<file path="config.mk">
export PLATFORM = sky130hd
export DESIGN_NAME = murmur2_hash32_core
export DESIGN_NICKNAME = d
export VERILOG_FILES = /design/src/rtl/mur2_pkg.sv /design/src/rtl/murmur2_hash32_core.sv /design/src/rtl/mur2_front.sv /design/src/rtl/mur2_queue.sv /design/src/rtl/mur2_back.sv
export SDC_FILE = /design/constraint.sdc
export NUM_CORES = 2
export LEC_CHECK = 0
export BUFFER_PORTS_ARGS = -buffer_cell sky130_fd_sc_hd__buf_2
export CORE_UTILIZATION = 49
export CTS_CLUSTER_DIAMETER = 120
export DETAILED_ROUTE_END_ITERATION = 16
export PLACE_DENSITY_LB_ADDON = 0.15
export SLEW_MARGIN = 5
export SYNTH_ARGS = -nofsm -noshare
export SYNTH_HDL_FRONTEND = slang
export SYNTH_HIERARCHICAL = 1
export SYNTH_SLANG_ARGS = --single-unit
</file>
<file path="constraint.sdc">
create_clock -name i_clk -period 10.75 [get_ports i_clk]
set_input_delay 2.15 -clock i_clk [delete_from_list [all_inputs] [get_ports i_clk]]
set_output_delay 2.15 -clock i_clk [all_outputs]
set_load 0.005 [all_outputs]
</file>
<file path="src/rtl/mur2_pkg.sv">
`timescale 1ns / 1ps

package mur2_pkg;

    // Hash constants.
    localparam logic [31:0] MIX_MUL     = 32'h5bd1e995;
    localparam int unsigned MIX_SHIFT   = 24;
    localparam int unsigned FIN_SHIFT_A = 13;
    localparam int unsigned FIN_SHIFT_B = 15;
    localparam logic [31:0] SEED_RESET  = 32'h01000193;

    // A word with this many bytes is a full word; larger counts saturate to it.
    localparam logic [2:0] FULL_BYTES = 3'd4;

    // Work queue between the front and back ends.
    localparam int unsigned QUEUE_DEPTH = 2;
    localparam int unsigned QUEUE_AW    = (QUEUE_DEPTH > 1) ? $clog2(QUEUE_DEPTH) : 1;
    localparam int unsigned QUEUE_CW    = $clog2(QUEUE_DEPTH + 1);

    // Kind of work that one key word brings to the back end.
    typedef enum logic [1:0] {
        OP_EMPTY,
        OP_TAIL,
        OP_FULL
    } t_op;

    // One classified word, ready for the hash recurrence.
    typedef struct packed {
        t_op         op;
        logic        first;
        logic        emit;
        logic [31:0] data;
        logic [31:0] start;
    } t_work;

    // Back end sequencer states.
    typedef enum logic [1:0] {
        BK_RUN,
        BK_FIN1,
        BK_FIN2
    } t_back_state;

    // Product modulo 2^32.
    function automatic logic [31:0] mul32(input logic [31:0] a, input logic [31:0] b);
        logic [63:0] prod;
        prod = a * b;
        return prod[31:0];
    endfunction

endpackage

</file>
<file path="src/rtl/murmur2_hash32_core.sv">
`timescale 1ns / 1ps

// 32-bit MurmurHash2 of a key streamed as little-endian words. A front end
// classifies each word and runs the two key multiplies in a two-stage pipeline;
// a two-entry queue feeds a back end that owns the running hash and its
// multiplies. A word that ends a key (last mark, or fewer than four bytes) goes
// through the hash update, then the finalization multiply and then the load of
// the output register, which waits while a result is still held; the back end
// takes no new word until that load. The hash multiply recurrence sets the rate.
// The seed register may be written only while idle.
module murmur2_hash32_core (
    input  logic         i_clk,
    input  logic         i_rst_n,
    input  logic         i_cfg_valid,
    output logic         o_cfg_ready,
    input  logic [31:0]  i_cfg_hash_seed,
    input  logic         i_valid,
    output logic         o_ready,
    input  logic [31:0]  i_key_word,
    input  logic [2:0]   i_byte_count,
    input  logic         i_first_word,
    input  logic         i_last_word,
    input  logic [30:0]  i_key_length,
    output logic         o_valid,
    input  logic         i_ready,
    output logic [31:0]  o_hash_value
);
    import mur2_pkg::*;

    logic  push;
    t_work push_data;
    logic  queue_full;
    logic  pop;
    logic  pop_valid;
    t_work pop_data;

    // Front end: seed register, classification, key mixing.
    mur2_front u_front (
        .i_clk           (i_clk),
        .i_rst_n         (i_rst_n),
        .i_cfg_valid     (i_cfg_valid),
        .o_cfg_ready     (o_cfg_ready),
        .i_cfg_hash_seed (i_cfg_hash_seed),
        .i_valid         (i_valid),
        .o_ready         (o_ready),
        .i_key_word      (i_key_word),
        .i_byte_count    (i_byte_count),
        .i_first_word    (i_first_word),
        .i_last_word     (i_last_word),
        .i_key_length    (i_key_length),
        .o_push          (push),
        .o_push_data     (push_data),
        .i_queue_full    (queue_full)
    );

    // Work queue decoupling the two ends.
    mur2_queue u_queue (
        .i_clk       (i_clk),
        .i_rst_n     (i_rst_n),
        .i_push      (push),
        .i_push_data (push_data),
        .o_full      (queue_full),
        .o_pop_valid (pop_valid),
        .o_pop_data  (pop_data),
        .i_pop       (pop)
    );

    // Back end: hash recurrence, finalization, result register.
    mur2_back u_back (
        .i_clk        (i_clk),
        .i_rst_n      (i_rst_n),
        .i_work_valid (pop_valid),
        .i_work       (pop_data),
        .o_pop        (pop),
        .o_valid      (o_valid),
        .i_ready      (i_ready),
        .o_hash_value (o_hash_value)
    );

endmodule

</file>
<file path="src/rtl/mur2_front.sv">
`timescale 1ns / 1ps

module mur2_front (
    input  logic                 i_clk,
    input  logic                 i_rst_n,
    input  logic                 i_cfg_valid,
    output logic                 o_cfg_ready,
    input  logic [31:0]          i_cfg_hash_seed,
    input  logic                 i_valid,
    output logic                 o_ready,
    input  logic [31:0]          i_key_word,
    input  logic [2:0]           i_byte_count,
    input  logic                 i_first_word,
    input  logic                 i_last_word,
    input  logic [30:0]          i_key_length,
    output logic                 o_push,
    output mur2_pkg::t_work      o_push_data,
    input  logic                 i_queue_full
);
    import mur2_pkg::*;

    logic [31:0] r_seed;
    logic        r_s1_valid;
    t_work       r_s1;
    t_work       n_s1;
    logic        r_s2_valid;
    t_work       r_s2;
    t_work       n_s2;
    logic [2:0]  cnt_sat;
    logic [31:0] s1_mixed;
    logic        s2_free;
    logic        s1_move;
    logic        in_beat;

    // Seed register; writes must land only while the block is idle, which the block itself does not enforce.
    assign o_cfg_ready = 1'b1;

    always_ff @(posedge i_clk) begin
        if (!i_rst_n) begin
            r_seed <= SEED_RESET;
        end else if (i_cfg_valid) begin
            r_seed <= i_cfg_hash_seed;
        end
    end

    // Pipeline flow control: stage two drains into the queue.
    assign s2_free = !r_s2_valid || !i_queue_full;
    assign s1_move = r_s1_valid && s2_free;
    assign o_ready = !r_s1_valid || s2_free;
    assign in_beat = i_valid && o_ready;
    assign o_push  = r_s2_valid && !i_queue_full;
    assign o_push_data = r_s2;

    // Stage one: classify the word, mask a tail, first multiply of a full word.
    always_comb begin
        cnt_sat     = (i_byte_count > FULL_BYTES) ? FULL_BYTES : i_byte_count;
        n_s1.first  = i_first_word;
        n_s1.emit   = i_last_word || (cnt_sat != FULL_BYTES);
        n_s1.start  = r_seed ^ {1'b0, i_key_length};
        case (cnt_sat)
            3'd0: begin
                n_s1.op   = OP_EMPTY;
                n_s1.data = '0;
            end
            3'd1: begin
                n_s1.op   = OP_TAIL;
                n_s1.data = {24'b0, i_key_word[7:0]};
            end
            3'd2: begin
                n_s1.op   = OP_TAIL;
                n_s1.data = {16'b0, i_key_word[15:0]};
            end
            3'd3: begin
                n_s1.op   = OP_TAIL;
                n_s1.data = {8'b0, i_key_word[23:0]};
            end
            default: begin
                n_s1.op   = OP_FULL;
                n_s1.data = mul32(i_key_word, MIX_MUL);
            end
        endcase
    end

    // Stage two: xor-shift and second multiply of a full word.
    always_comb begin
        s1_mixed = r_s1.data ^ (r_s1.data >> MIX_SHIFT);
        n_s2     = r_s1;
        if (r_s1.op == OP_FULL) begin
            n_s2.data = mul32(s1_mixed, MIX_MUL);
        end
    end

    always_ff @(posedge i_clk) begin
        if (!i_rst_n) begin
            r_s1_valid <= 1'b0;
            r_s2_valid <= 1'b0;
        end else begin
            if (o_ready) begin
                r_s1_valid <= i_valid;
            end
            if (s2_free) begin
                r_s2_valid <= r_s1_valid;
            end
        end
    end

    always_ff @(posedge i_clk) begin
        if (in_beat) begin
            r_s1 <= n_s1;
        end
        if (s1_move) begin
            r_s2 <= n_s2;
        end
    end

endmodule

</file>
<file path="src/rtl/mur2_queue.sv">
`timescale 1ns / 1ps

module mur2_queue (
    input  logic                 i_clk,
    input  logic                 i_rst_n,
    input  logic                 i_push,
    input  mur2_pkg::t_work      i_push_data,
    output logic                 o_full,
    output logic                 o_pop_valid,
    output mur2_pkg::t_work      o_pop_data,
    input  logic                 i_pop
);
    import mur2_pkg::*;

    t_work                r_entry [QUEUE_DEPTH];
    logic [QUEUE_AW-1:0]  r_wr_ptr;
    logic [QUEUE_AW-1:0]  r_rd_ptr;
    logic [QUEUE_CW-1:0]  r_count;
    logic                 do_push;
    logic                 do_pop;

    assign o_full      = (r_count == QUEUE_CW'(QUEUE_DEPTH));
    assign o_pop_valid = (r_count != '0);
    assign o_pop_data  = r_entry[r_rd_ptr];
    assign do_push     = i_push && !o_full;
    assign do_pop      = i_pop && o_pop_valid;

    // Pointer wrap at the queue depth.
    function automatic logic [QUEUE_AW-1:0] next_ptr(input logic [QUEUE_AW-1:0] p);
        return (p == QUEUE_AW'(QUEUE_DEPTH - 1)) ? '0 : p + 1'b1;
    endfunction

    // Pointers and fill count.
    always_ff @(posedge i_clk) begin
        if (!i_rst_n) begin
            r_wr_ptr <= '0;
            r_rd_ptr <= '0;
            r_count  <= '0;
        end else begin
            if (do_push) begin
                r_wr_ptr <= next_ptr(r_wr_ptr);
            end
            if (do_pop) begin
                r_rd_ptr <= next_ptr(r_rd_ptr);
            end
            if (do_push && !do_pop) begin
                r_count <= r_count + 1'b1;
            end else if (do_pop && !do_push) begin
                r_count <= r_count - 1'b1;
            end
        end
    end

    // Entry storage.
    always_ff @(posedge i_clk) begin
        if (do_push) begin
            r_entry[r_wr_ptr] <= i_push_data;
        end
    end

endmodule

</file>
<file path="src/rtl/mur2_back.sv">
`timescale 1ns / 1ps

module mur2_back (
    input  logic                 i_clk,
    input  logic                 i_rst_n,
    input  logic                 i_work_valid,
    input  mur2_pkg::t_work      i_work,
    output logic                 o_pop,
    output logic                 o_valid,
    input  logic                 i_ready,
    output logic [31:0]          o_hash_value
);
    import mur2_pkg::*;

    t_back_state r_state;
    t_back_state n_state;
    logic [31:0] r_hash;
    logic [31:0] n_hash;
    logic [31:0] r_fin;
    logic [31:0] n_fin;
    logic        r_out_valid;
    logic        n_out_valid;
    logic [31:0] r_out;
    logic [31:0] n_out;
    logic [31:0] h_in;

    assign o_valid      = r_out_valid;
    assign o_hash_value = r_out;

    always_ff @(posedge i_clk) begin
        if (!i_rst_n) begin
            r_state     <= BK_RUN;
            r_hash      <= '0;
            r_out_valid <= 1'b0;
        end else begin
            r_state     <= n_state;
            r_hash      <= n_hash;
            r_out_valid <= n_out_valid;
        end
    end

    always_ff @(posedge i_clk) begin
        r_fin <= n_fin;
        r_out <= n_out;
    end

    // Hash recurrence, then a two-step finalization into the output register.
    always_comb begin
        n_state     = r_state;
        n_hash      = r_hash;
        n_fin       = r_fin;
        n_out       = r_out;
        n_out_valid = r_out_valid && !i_ready;
        o_pop       = 1'b0;
        h_in        = i_work.first ? i_work.start : r_hash;
        case (r_state)
            BK_RUN: begin
                if (i_work_valid) begin
                    o_pop = 1'b1;
                    case (i_work.op)
                        OP_FULL:  n_hash = mul32(h_in, MIX_MUL) ^ i_work.data;
                        OP_TAIL:  n_hash = mul32(h_in ^ i_work.data, MIX_MUL);
                        default:  n_hash = h_in;
                    endcase
                    if (i_work.emit) begin
                        n_state = BK_FIN1;
                    end
                end
            end
            BK_FIN1: begin
                n_fin   = mul32(r_hash ^ (r_hash >> FIN_SHIFT_A), MIX_MUL);
                n_state = BK_FIN2;
            end
            BK_FIN2: begin
                if (!r_out_valid || i_ready) begin
                    n_out       = r_fin ^ (r_fin >> FIN_SHIFT_B);
                    n_out_valid = 1'b1;
                    n_state     = BK_RUN;
                end
            end
            default: begin
                n_state = BK_RUN;
            end
        endcase
    end

    // Finalization always runs its multiply step straight into the output step.
    a_fin_order: assert property (@(posedge i_clk) disable iff (!i_rst_n)
        r_state == BK_FIN1 |=> r_state == BK_FIN2)
        else $error("finalize multiply not followed by output step");

    // The queue is drained only while the recurrence is running.
    a_pop_in_run: assert property (@(posedge i_clk) disable iff (!i_rst_n)
        o_pop |-> r_state == BK_RUN)
        else $error("queue popped during finalization");

    // A held result blocks the next one from being loaded.
    a_out_hold: assert property (@(posedge i_clk) disable iff (!i_rst_n)
        (r_state == BK_FIN2 && r_out_valid && !i_ready) |=> r_state == BK_FIN2)
        else $error("result overwritten while still held");

    // The hash state does not move while a key is being finalized.
    a_hash_frozen: assert property (@(posedge i_clk) disable iff (!i_rst_n)
        (r_state != BK_RUN) |=> $stable(r_hash))
        else $error("running hash changed during finalization");

endmodule

</file>
# ---- After elaboration in Yosys (flattened, before gate mapping)
# Memories as Yosys holds them, arrays and structs flattened. A register that Yosys moved wholly into a read port is not among the register bits.
# Cells that the tools add are included.
dict set report word_totals {
  reg_bits 273
  in_bits 105
  n_memories 1
  mem_bits_rw 136
  word_cells 100
  out_inout_bits 35
}
dict set report classes {
  reduce_logical 27
  n_mux 22
  order_cmp 1
  eq_ne 13
  mul 5
  addsub 4
  bitwise_logic 6
}
# name words width read_ports rd_ports_with_merged_regs write_ports line
set memory_table {}
lappend memory_table {u_queue.r_entry 2 68 1 1 1 mur2_queue.sv:15} ;# t_work r_entry [QUEUE_DEPTH];
# operator n
set ops {}
lappend ops {{multiplier 32 x 31 -> 32 bit (second input constant)} 5}
lappend ops {{one-hot mux 32 bit (4 select lines)} 1}
lappend ops {{2-to-1 mux 32 bit} 2}
lappend ops {{one-hot mux 32 bit (2 select lines)} 1}
lappend ops {{bitwise XOR 32 bit} 2}
lappend ops {{bitwise XOR 32 x 17 -> 32 bit} 1}
lappend ops {{bitwise XOR 32 x 19 -> 32 bit} 1}
lappend ops {{bitwise XOR 32 x 31 -> 32 bit} 1}
lappend ops {{bitwise XOR 32 x 8 -> 32 bit} 1}
lappend ops {{2-to-1 mux 1 bit} 10}
lappend ops {{2-to-1 mux 2 bit} 5}
lappend ops {{== test 2 bit (second input constant)} 4}
lappend ops {{logical AND 1 bit} 8}
lappend ops {{zero test 1 bit} 7}
lappend ops {{== test 3 x 2 -> 1 bit (second input constant)} 2}
lappend ops {{one-hot mux 2 bit (3 select lines)} 1}
lappend ops {{== test 2 x 1 -> 1 bit (second input constant)} 2}
lappend ops {{logical OR 1 bit} 4}
lappend ops {{inequality test 2 bit (second input constant)} 2}
lappend ops {{one-hot mux 2 bit (2 select lines)} 1}
lappend ops {{AND reduction 2 bit} 2}
lappend ops {{nonzero test 2 bit} 2}
lappend ops {{== test 3 x 1 -> 1 bit (second input constant)} 1}
lappend ops {{> comparator 3 bit (second input constant)} 1}
lappend ops {{10 further kinds} 11}

# ---- Longest topological paths before layout
dict set report logic_depth {
  depth_word 8
  depth_mapped 34
  ltp_nobuf 29
}

# ---- Hierarchy
# Netlist, hierarchy kept.
# mod seq_area_each_um2 cells_per_inst area_each_um2 n_inst
set modules_own_cells {}
lappend modules_own_cells {mur2_back 2622.5 3239 31729.2 1}
lappend modules_own_cells {mur2_front 4764.6 2331 24300.8 1}
lappend modules_own_cells {mur2_queue 4184.0 237 5226.3 1}

# ---- Worst setup path before layout
# Ideal clock, no wire load.
dict set report synth_path {
  path_kind {flip-flop to flip-flop}
  startpoint {register with a tool-made name}
  endpoint {register u_back.r_hash[28]}
  path_stages_with_launch 32
  setup_time_ns 0.070
  path_slack_ns 2.474
  path_buffers 4
  t_required_ns 10.680
  t_arrival_ns 8.206
  period_less_slack_ns 8.276
  path_cell_list {dfxtp_1 -> buf_6 -> buf_2 -> mux2_2 -> buf_6 -> buf_8 -> mux2i_1 -> xnor2_1 -> xnor2_1 -> inv_1 -> ha_1 -> ha_1 -> inv_1 -> fa_1 -> fa_1 -> fa_1 -> inv_1 -> fa_1 -> fa_1 -> inv_1 -> fa_1 -> inv_1 -> ha_1 -> a21o_1 -> a21o_1 -> a221o_1 -> a21oi_1 -> o21ai_1 -> a41oi_1 -> and2_1 -> o31ai_1 -> a21oi_1}
}
# item line
set synth_lines {}
lappend synth_lines {{to (signal assigned)} mur2_back.sv:37} ;# r_hash <= n_hash;
lappend synth_lines {{to (decl)} mur2_back.sv:17} ;# logic [31:0] r_hash;

==> impl_metrics.py <==
metrics = {
    "route": {
        "route.vias.total": 39148,
        "remaining_drc_errors": 15,
        "dr.first_iter.drc_count": 2387,
        "postRouteAntennaNets": 0,
        "vias_per_cell": 5.12,
        "avgRoutedWirePerCell_um": 20.9,
        "drtPass1Iterations": 13,
        "detail_route.wirelength_mm": 160,
    },
    "clock_tree": {
        "cts_inserted_buffers": 43,
        "ctsResizeCount": 0,
        "tritoncts": "done",
        "cts_hold_buf": 0,
        "ctsHtreeMaxLevel": 2,
        "clkSlewWorstSetupHoldPaths_ns": 0.06,
        "cts.path.max_buffers": 3,
        "post_cts_buffers": 0,
        "clock-sinks": 410,
        "cts_root_buf": "sky130_fd_sc_hd__clkbuf_16",
        "clock_latency_ns": 0.60,
    },
    "synth": {
        "dominantRegCellSynth": "sky130_fd_sc_hd__edfxtp_1",
        "post_synth.cell_area_avg_um2": 10.5,
        "yosys_warnings": 6,
        "synth_edf_count": 336,
        "ys_async_sr_fraction_pct": 0,
        "netlist_instances": 5807,
        "yosys-top-cells-area": "sky130_fd_sc_hd__fa_1, sky130_fd_sc_hd__ha_1, sky130_fd_sc_hd__edfxtp_1, sky130_fd_sc_hd__inv_1, sky130_fd_sc_hd__xnor2_1",
        "synth.distinct_cells": 94,
        "yosysTopAreaCell": "sky130_fd_sc_hd__fa_1",
        "yosysSeqAreaShare_pct": 18.9,
        "synth.top_cell.area_share_pct": 28.9,
        "ys_seq_elements": 410,
        "post_synth_instance_area_um2": 61300,
        "postSynthNetCount": 7853,
    },
    "cells_and_area": {
        "most_frequent_cells_in_the_layout": "sky130_fd_sc_hd__inv_1, sky130_fd_sc_hd__ha_1, sky130_fd_sc_hd__fa_1, sky130_fd_sc_hd__edfxtp_1, sky130_fd_sc_hd__xnor2_1",
        "final_cell_count_no_fill": 7653,
        "num-nets-final": 8030,
        "proportion_of_layout_cells_with_a_drive_suffix_above_1_pct": 6.75,
        "most_frequent_standard_cell_in_the_layout_excluding_fill_and_tap_cells": "sky130_fd_sc_hd__inv_1",
        "area_growth_syn_to_layout_pct": 7.15,
        "antenna_cells_inserted": 0,
    },
    "worst_setup_path": {
        "ff2ff_setup_slack_ns": 1.80,
        "timing.critical_path.required_ns": 11.27,
        "critical_path.slowest_cell": "sky130_fd_sc_hd__buf_4",
        "critPathCaptureType": "flip-flop",
        "worst-r2r-cell-count": 28,
        "timing.critical_path.mode_cell": "sky130_fd_sc_hd__fa_1",
        "maximum_fanout_encountered_on_the_critical_timing_path": 46,
        "path_type_of_the_worst_setup_path": "reg2reg",
        "slowest_cell_delay_on_critical_path_ns": 0.60,
        "critical_path.startpoint_type": "flip-flop",
        "critical_path.reg2reg.endpoint": "u_back/r_hash[28]",
        "timing.critical_path.arrival_ns": 9.46,
    },
    "grt": {
        "grt.total_usage_pct": 26.1,
        "grt_antenna_before_repair": 2,
        "grt_most_used_layer": "met2",
        "grt-ovfl-total": 0,
        "number_of_global_route_vias_before_repair": 41786,
        "grt_max_degree": 78,
        "grt_use_met1_pct": 35.7,
        "grt_use_met3_pct": 2.31,
        "global_route.usage.met2_pct": 44.0,
        "grt_pass1_wl_mm": 248,
    },
    "die": {
        "die_w_um": 356,
        "floorplan.initialDensity_pct": 49.5,
        "core_um2": 124000,
        "cell_rows": 129,
        "ios": 140,
        "die_outline_area_um2": 126000,
        "vert_die_dim_um": 356,
    },
    "timing": {
        "finalHoldViolCount": 0,
        "post-route-min-period_ns": 8.95,
        "setup_tns_ns": 0,
        "fmaxAchievable_mhz": 112,
        "finalSetupViolCount": 0,
        "worst-slew-pin-transition_ns": 1.12,
        "maxSlewViolCount": 0,
        "final.period_utilization_pct": 83.2,
        "max_slew_margin_pct": 24.8,
        "rsz0062_at_grt": "no",
        "fin_worst_skew_ns": 0.0201,
    },
    "placed_design": {
        "number_of_port_buffers": 138,
        "dp_cells": 7576,
        "place.detailed.hpwl_mm": 134,
        "globalplace.congestion": 0.961,
    },
    "status": {
        "status": "finished, violations left",
        "violations": "design-rule violations",
    },
    "hold_path": {
        "min_path_cells": 0,
        "min_path_type": "reg2reg",
        "hold_path_startpoint": "u_front/n_s2[30]",
        "worstHoldEndpoint": "u_front/o_push_data[30]",
    },
    "run": {
        "drv.max_cap_violation_count": 0,
    },
}
[how the worst max path moves through the flow]
stage                          from                 to  slack [ns]  cells after the start
final                     flip-flop  u_back/r_hash[28]        1.80                     28
after global routing      flip-flop  u_back/r_hash[28]        1.31                     28
after CTS                 flip-flop  u_back/r_hash[28]        1.84                     28
after detailed placement  flip-flop  u_back/r_hash[28]        1.86                     28
after global placement    flip-flop  u_back/r_hash[30]        1.94                     26
after floorplan           flip-flop  u_back/r_hash[28]        2.47                     31
[stage by stage]
stage	setup slack (ns)	util [%]	cell area, µm²	hold slack (ns)
6_report	1.80	53.0	65600	0.417
4_1_cts	1.84	53.0	65600	0.418
3_5_place_dp	1.86	51.9	64200	0.405
3_3_place_gp	1.94	51.9	64200	0.401
5_1_grt	1.31	53.0	65600	0.425
2_1_floorplan	2.47	-	61300	0.400
[sequential cells by signal (all words and copies together), names as in the netlist, 2 cells and up, named ones only]
name,cells
u_queue/r_entry,136
u_front/o_push_data,68
u_front/n_s2,36
u_back/o_hash_value,32
u_back/r_fin,32
u_back/r_hash,32
u_front/r_s1,32
u_front/r_seed,32
u_back/r_state,2
u_queue/r_count,2
[synth_stat cells (all sizes together), types with 5 or more instances]
cell type / instances
nor2b: 57
ha: 1056
xor2: 150
nand4: 13
or3: 8
o21bai: 21
edfxtp: 336
inv: 1780
clkbuf: 48
a21boi: 13
o211ai: 21
a211oi: 30
xnor2: 324
nor3: 25
o31ai: 8
nand2: 141
nand3: 39
and3: 16
o21a: 19
nand2b: 18
a22o: 5
fa: 885
a211o: 7
a21o: 52
maj3: 11
nor2: 87
buf: 24
a31oi: 15
nor3b: 13
a21oi: 128
o21ai: 105
mux2i: 69
dfxtp: 74
mux2: 69
a221oi: 28
and2: 36
or2: 12
[layout make-up]
type                            count  area (µm²)
Clock buffer                       46        1090
Clock inverter                     31         348
Fill cell                       11167       58200
Inverter                         1783        6690
Multi-Input combinational cell   3542       42700
Sequential cell                   410       11600
Tap cell                         1637        2050
Timing Repair Buffer              204        1190
[per-layer routing]
layer | wire (µm) | part of all wire, % | vias to the layer above
met4 | 5090 | 3.2 | 2
li1 | - | - | 18458
met2 | 76900 | 48 | 883
met1 | 71800 | 45 | 19595
met5 | 13 | 0.0081 | -
met3 | 6150 | 3.8 | 210
[worst max-delay path, delay by kind of cell (launching register included)]
family | cells | cell delay, ns
xor+xnor | 2 | 0.57
simple gates | 1 | 0.18
mux | 2 | 0.91
flops | 1 | 0.46
buf+inv | 6 | 0.92
fa+ha+maj | 9 | 3.85
compound gates | 8 | 1.91
[kinds of logic after synthesis]
group	Yosys count	share of synthesized area [%]
flops	410	18.9
fa+ha+maj	1952	50.7
simple gates	481	3.94
buf+inv	1855	11.5
other cells	1	0.00612
mux	138	2.64
compound gates	495	5.35
xor+xnor	475	7.01
Power is left out: the tool's default activity adds up to more than one toggle a clock period on the data nets, which glitch-free logic cannot reach.
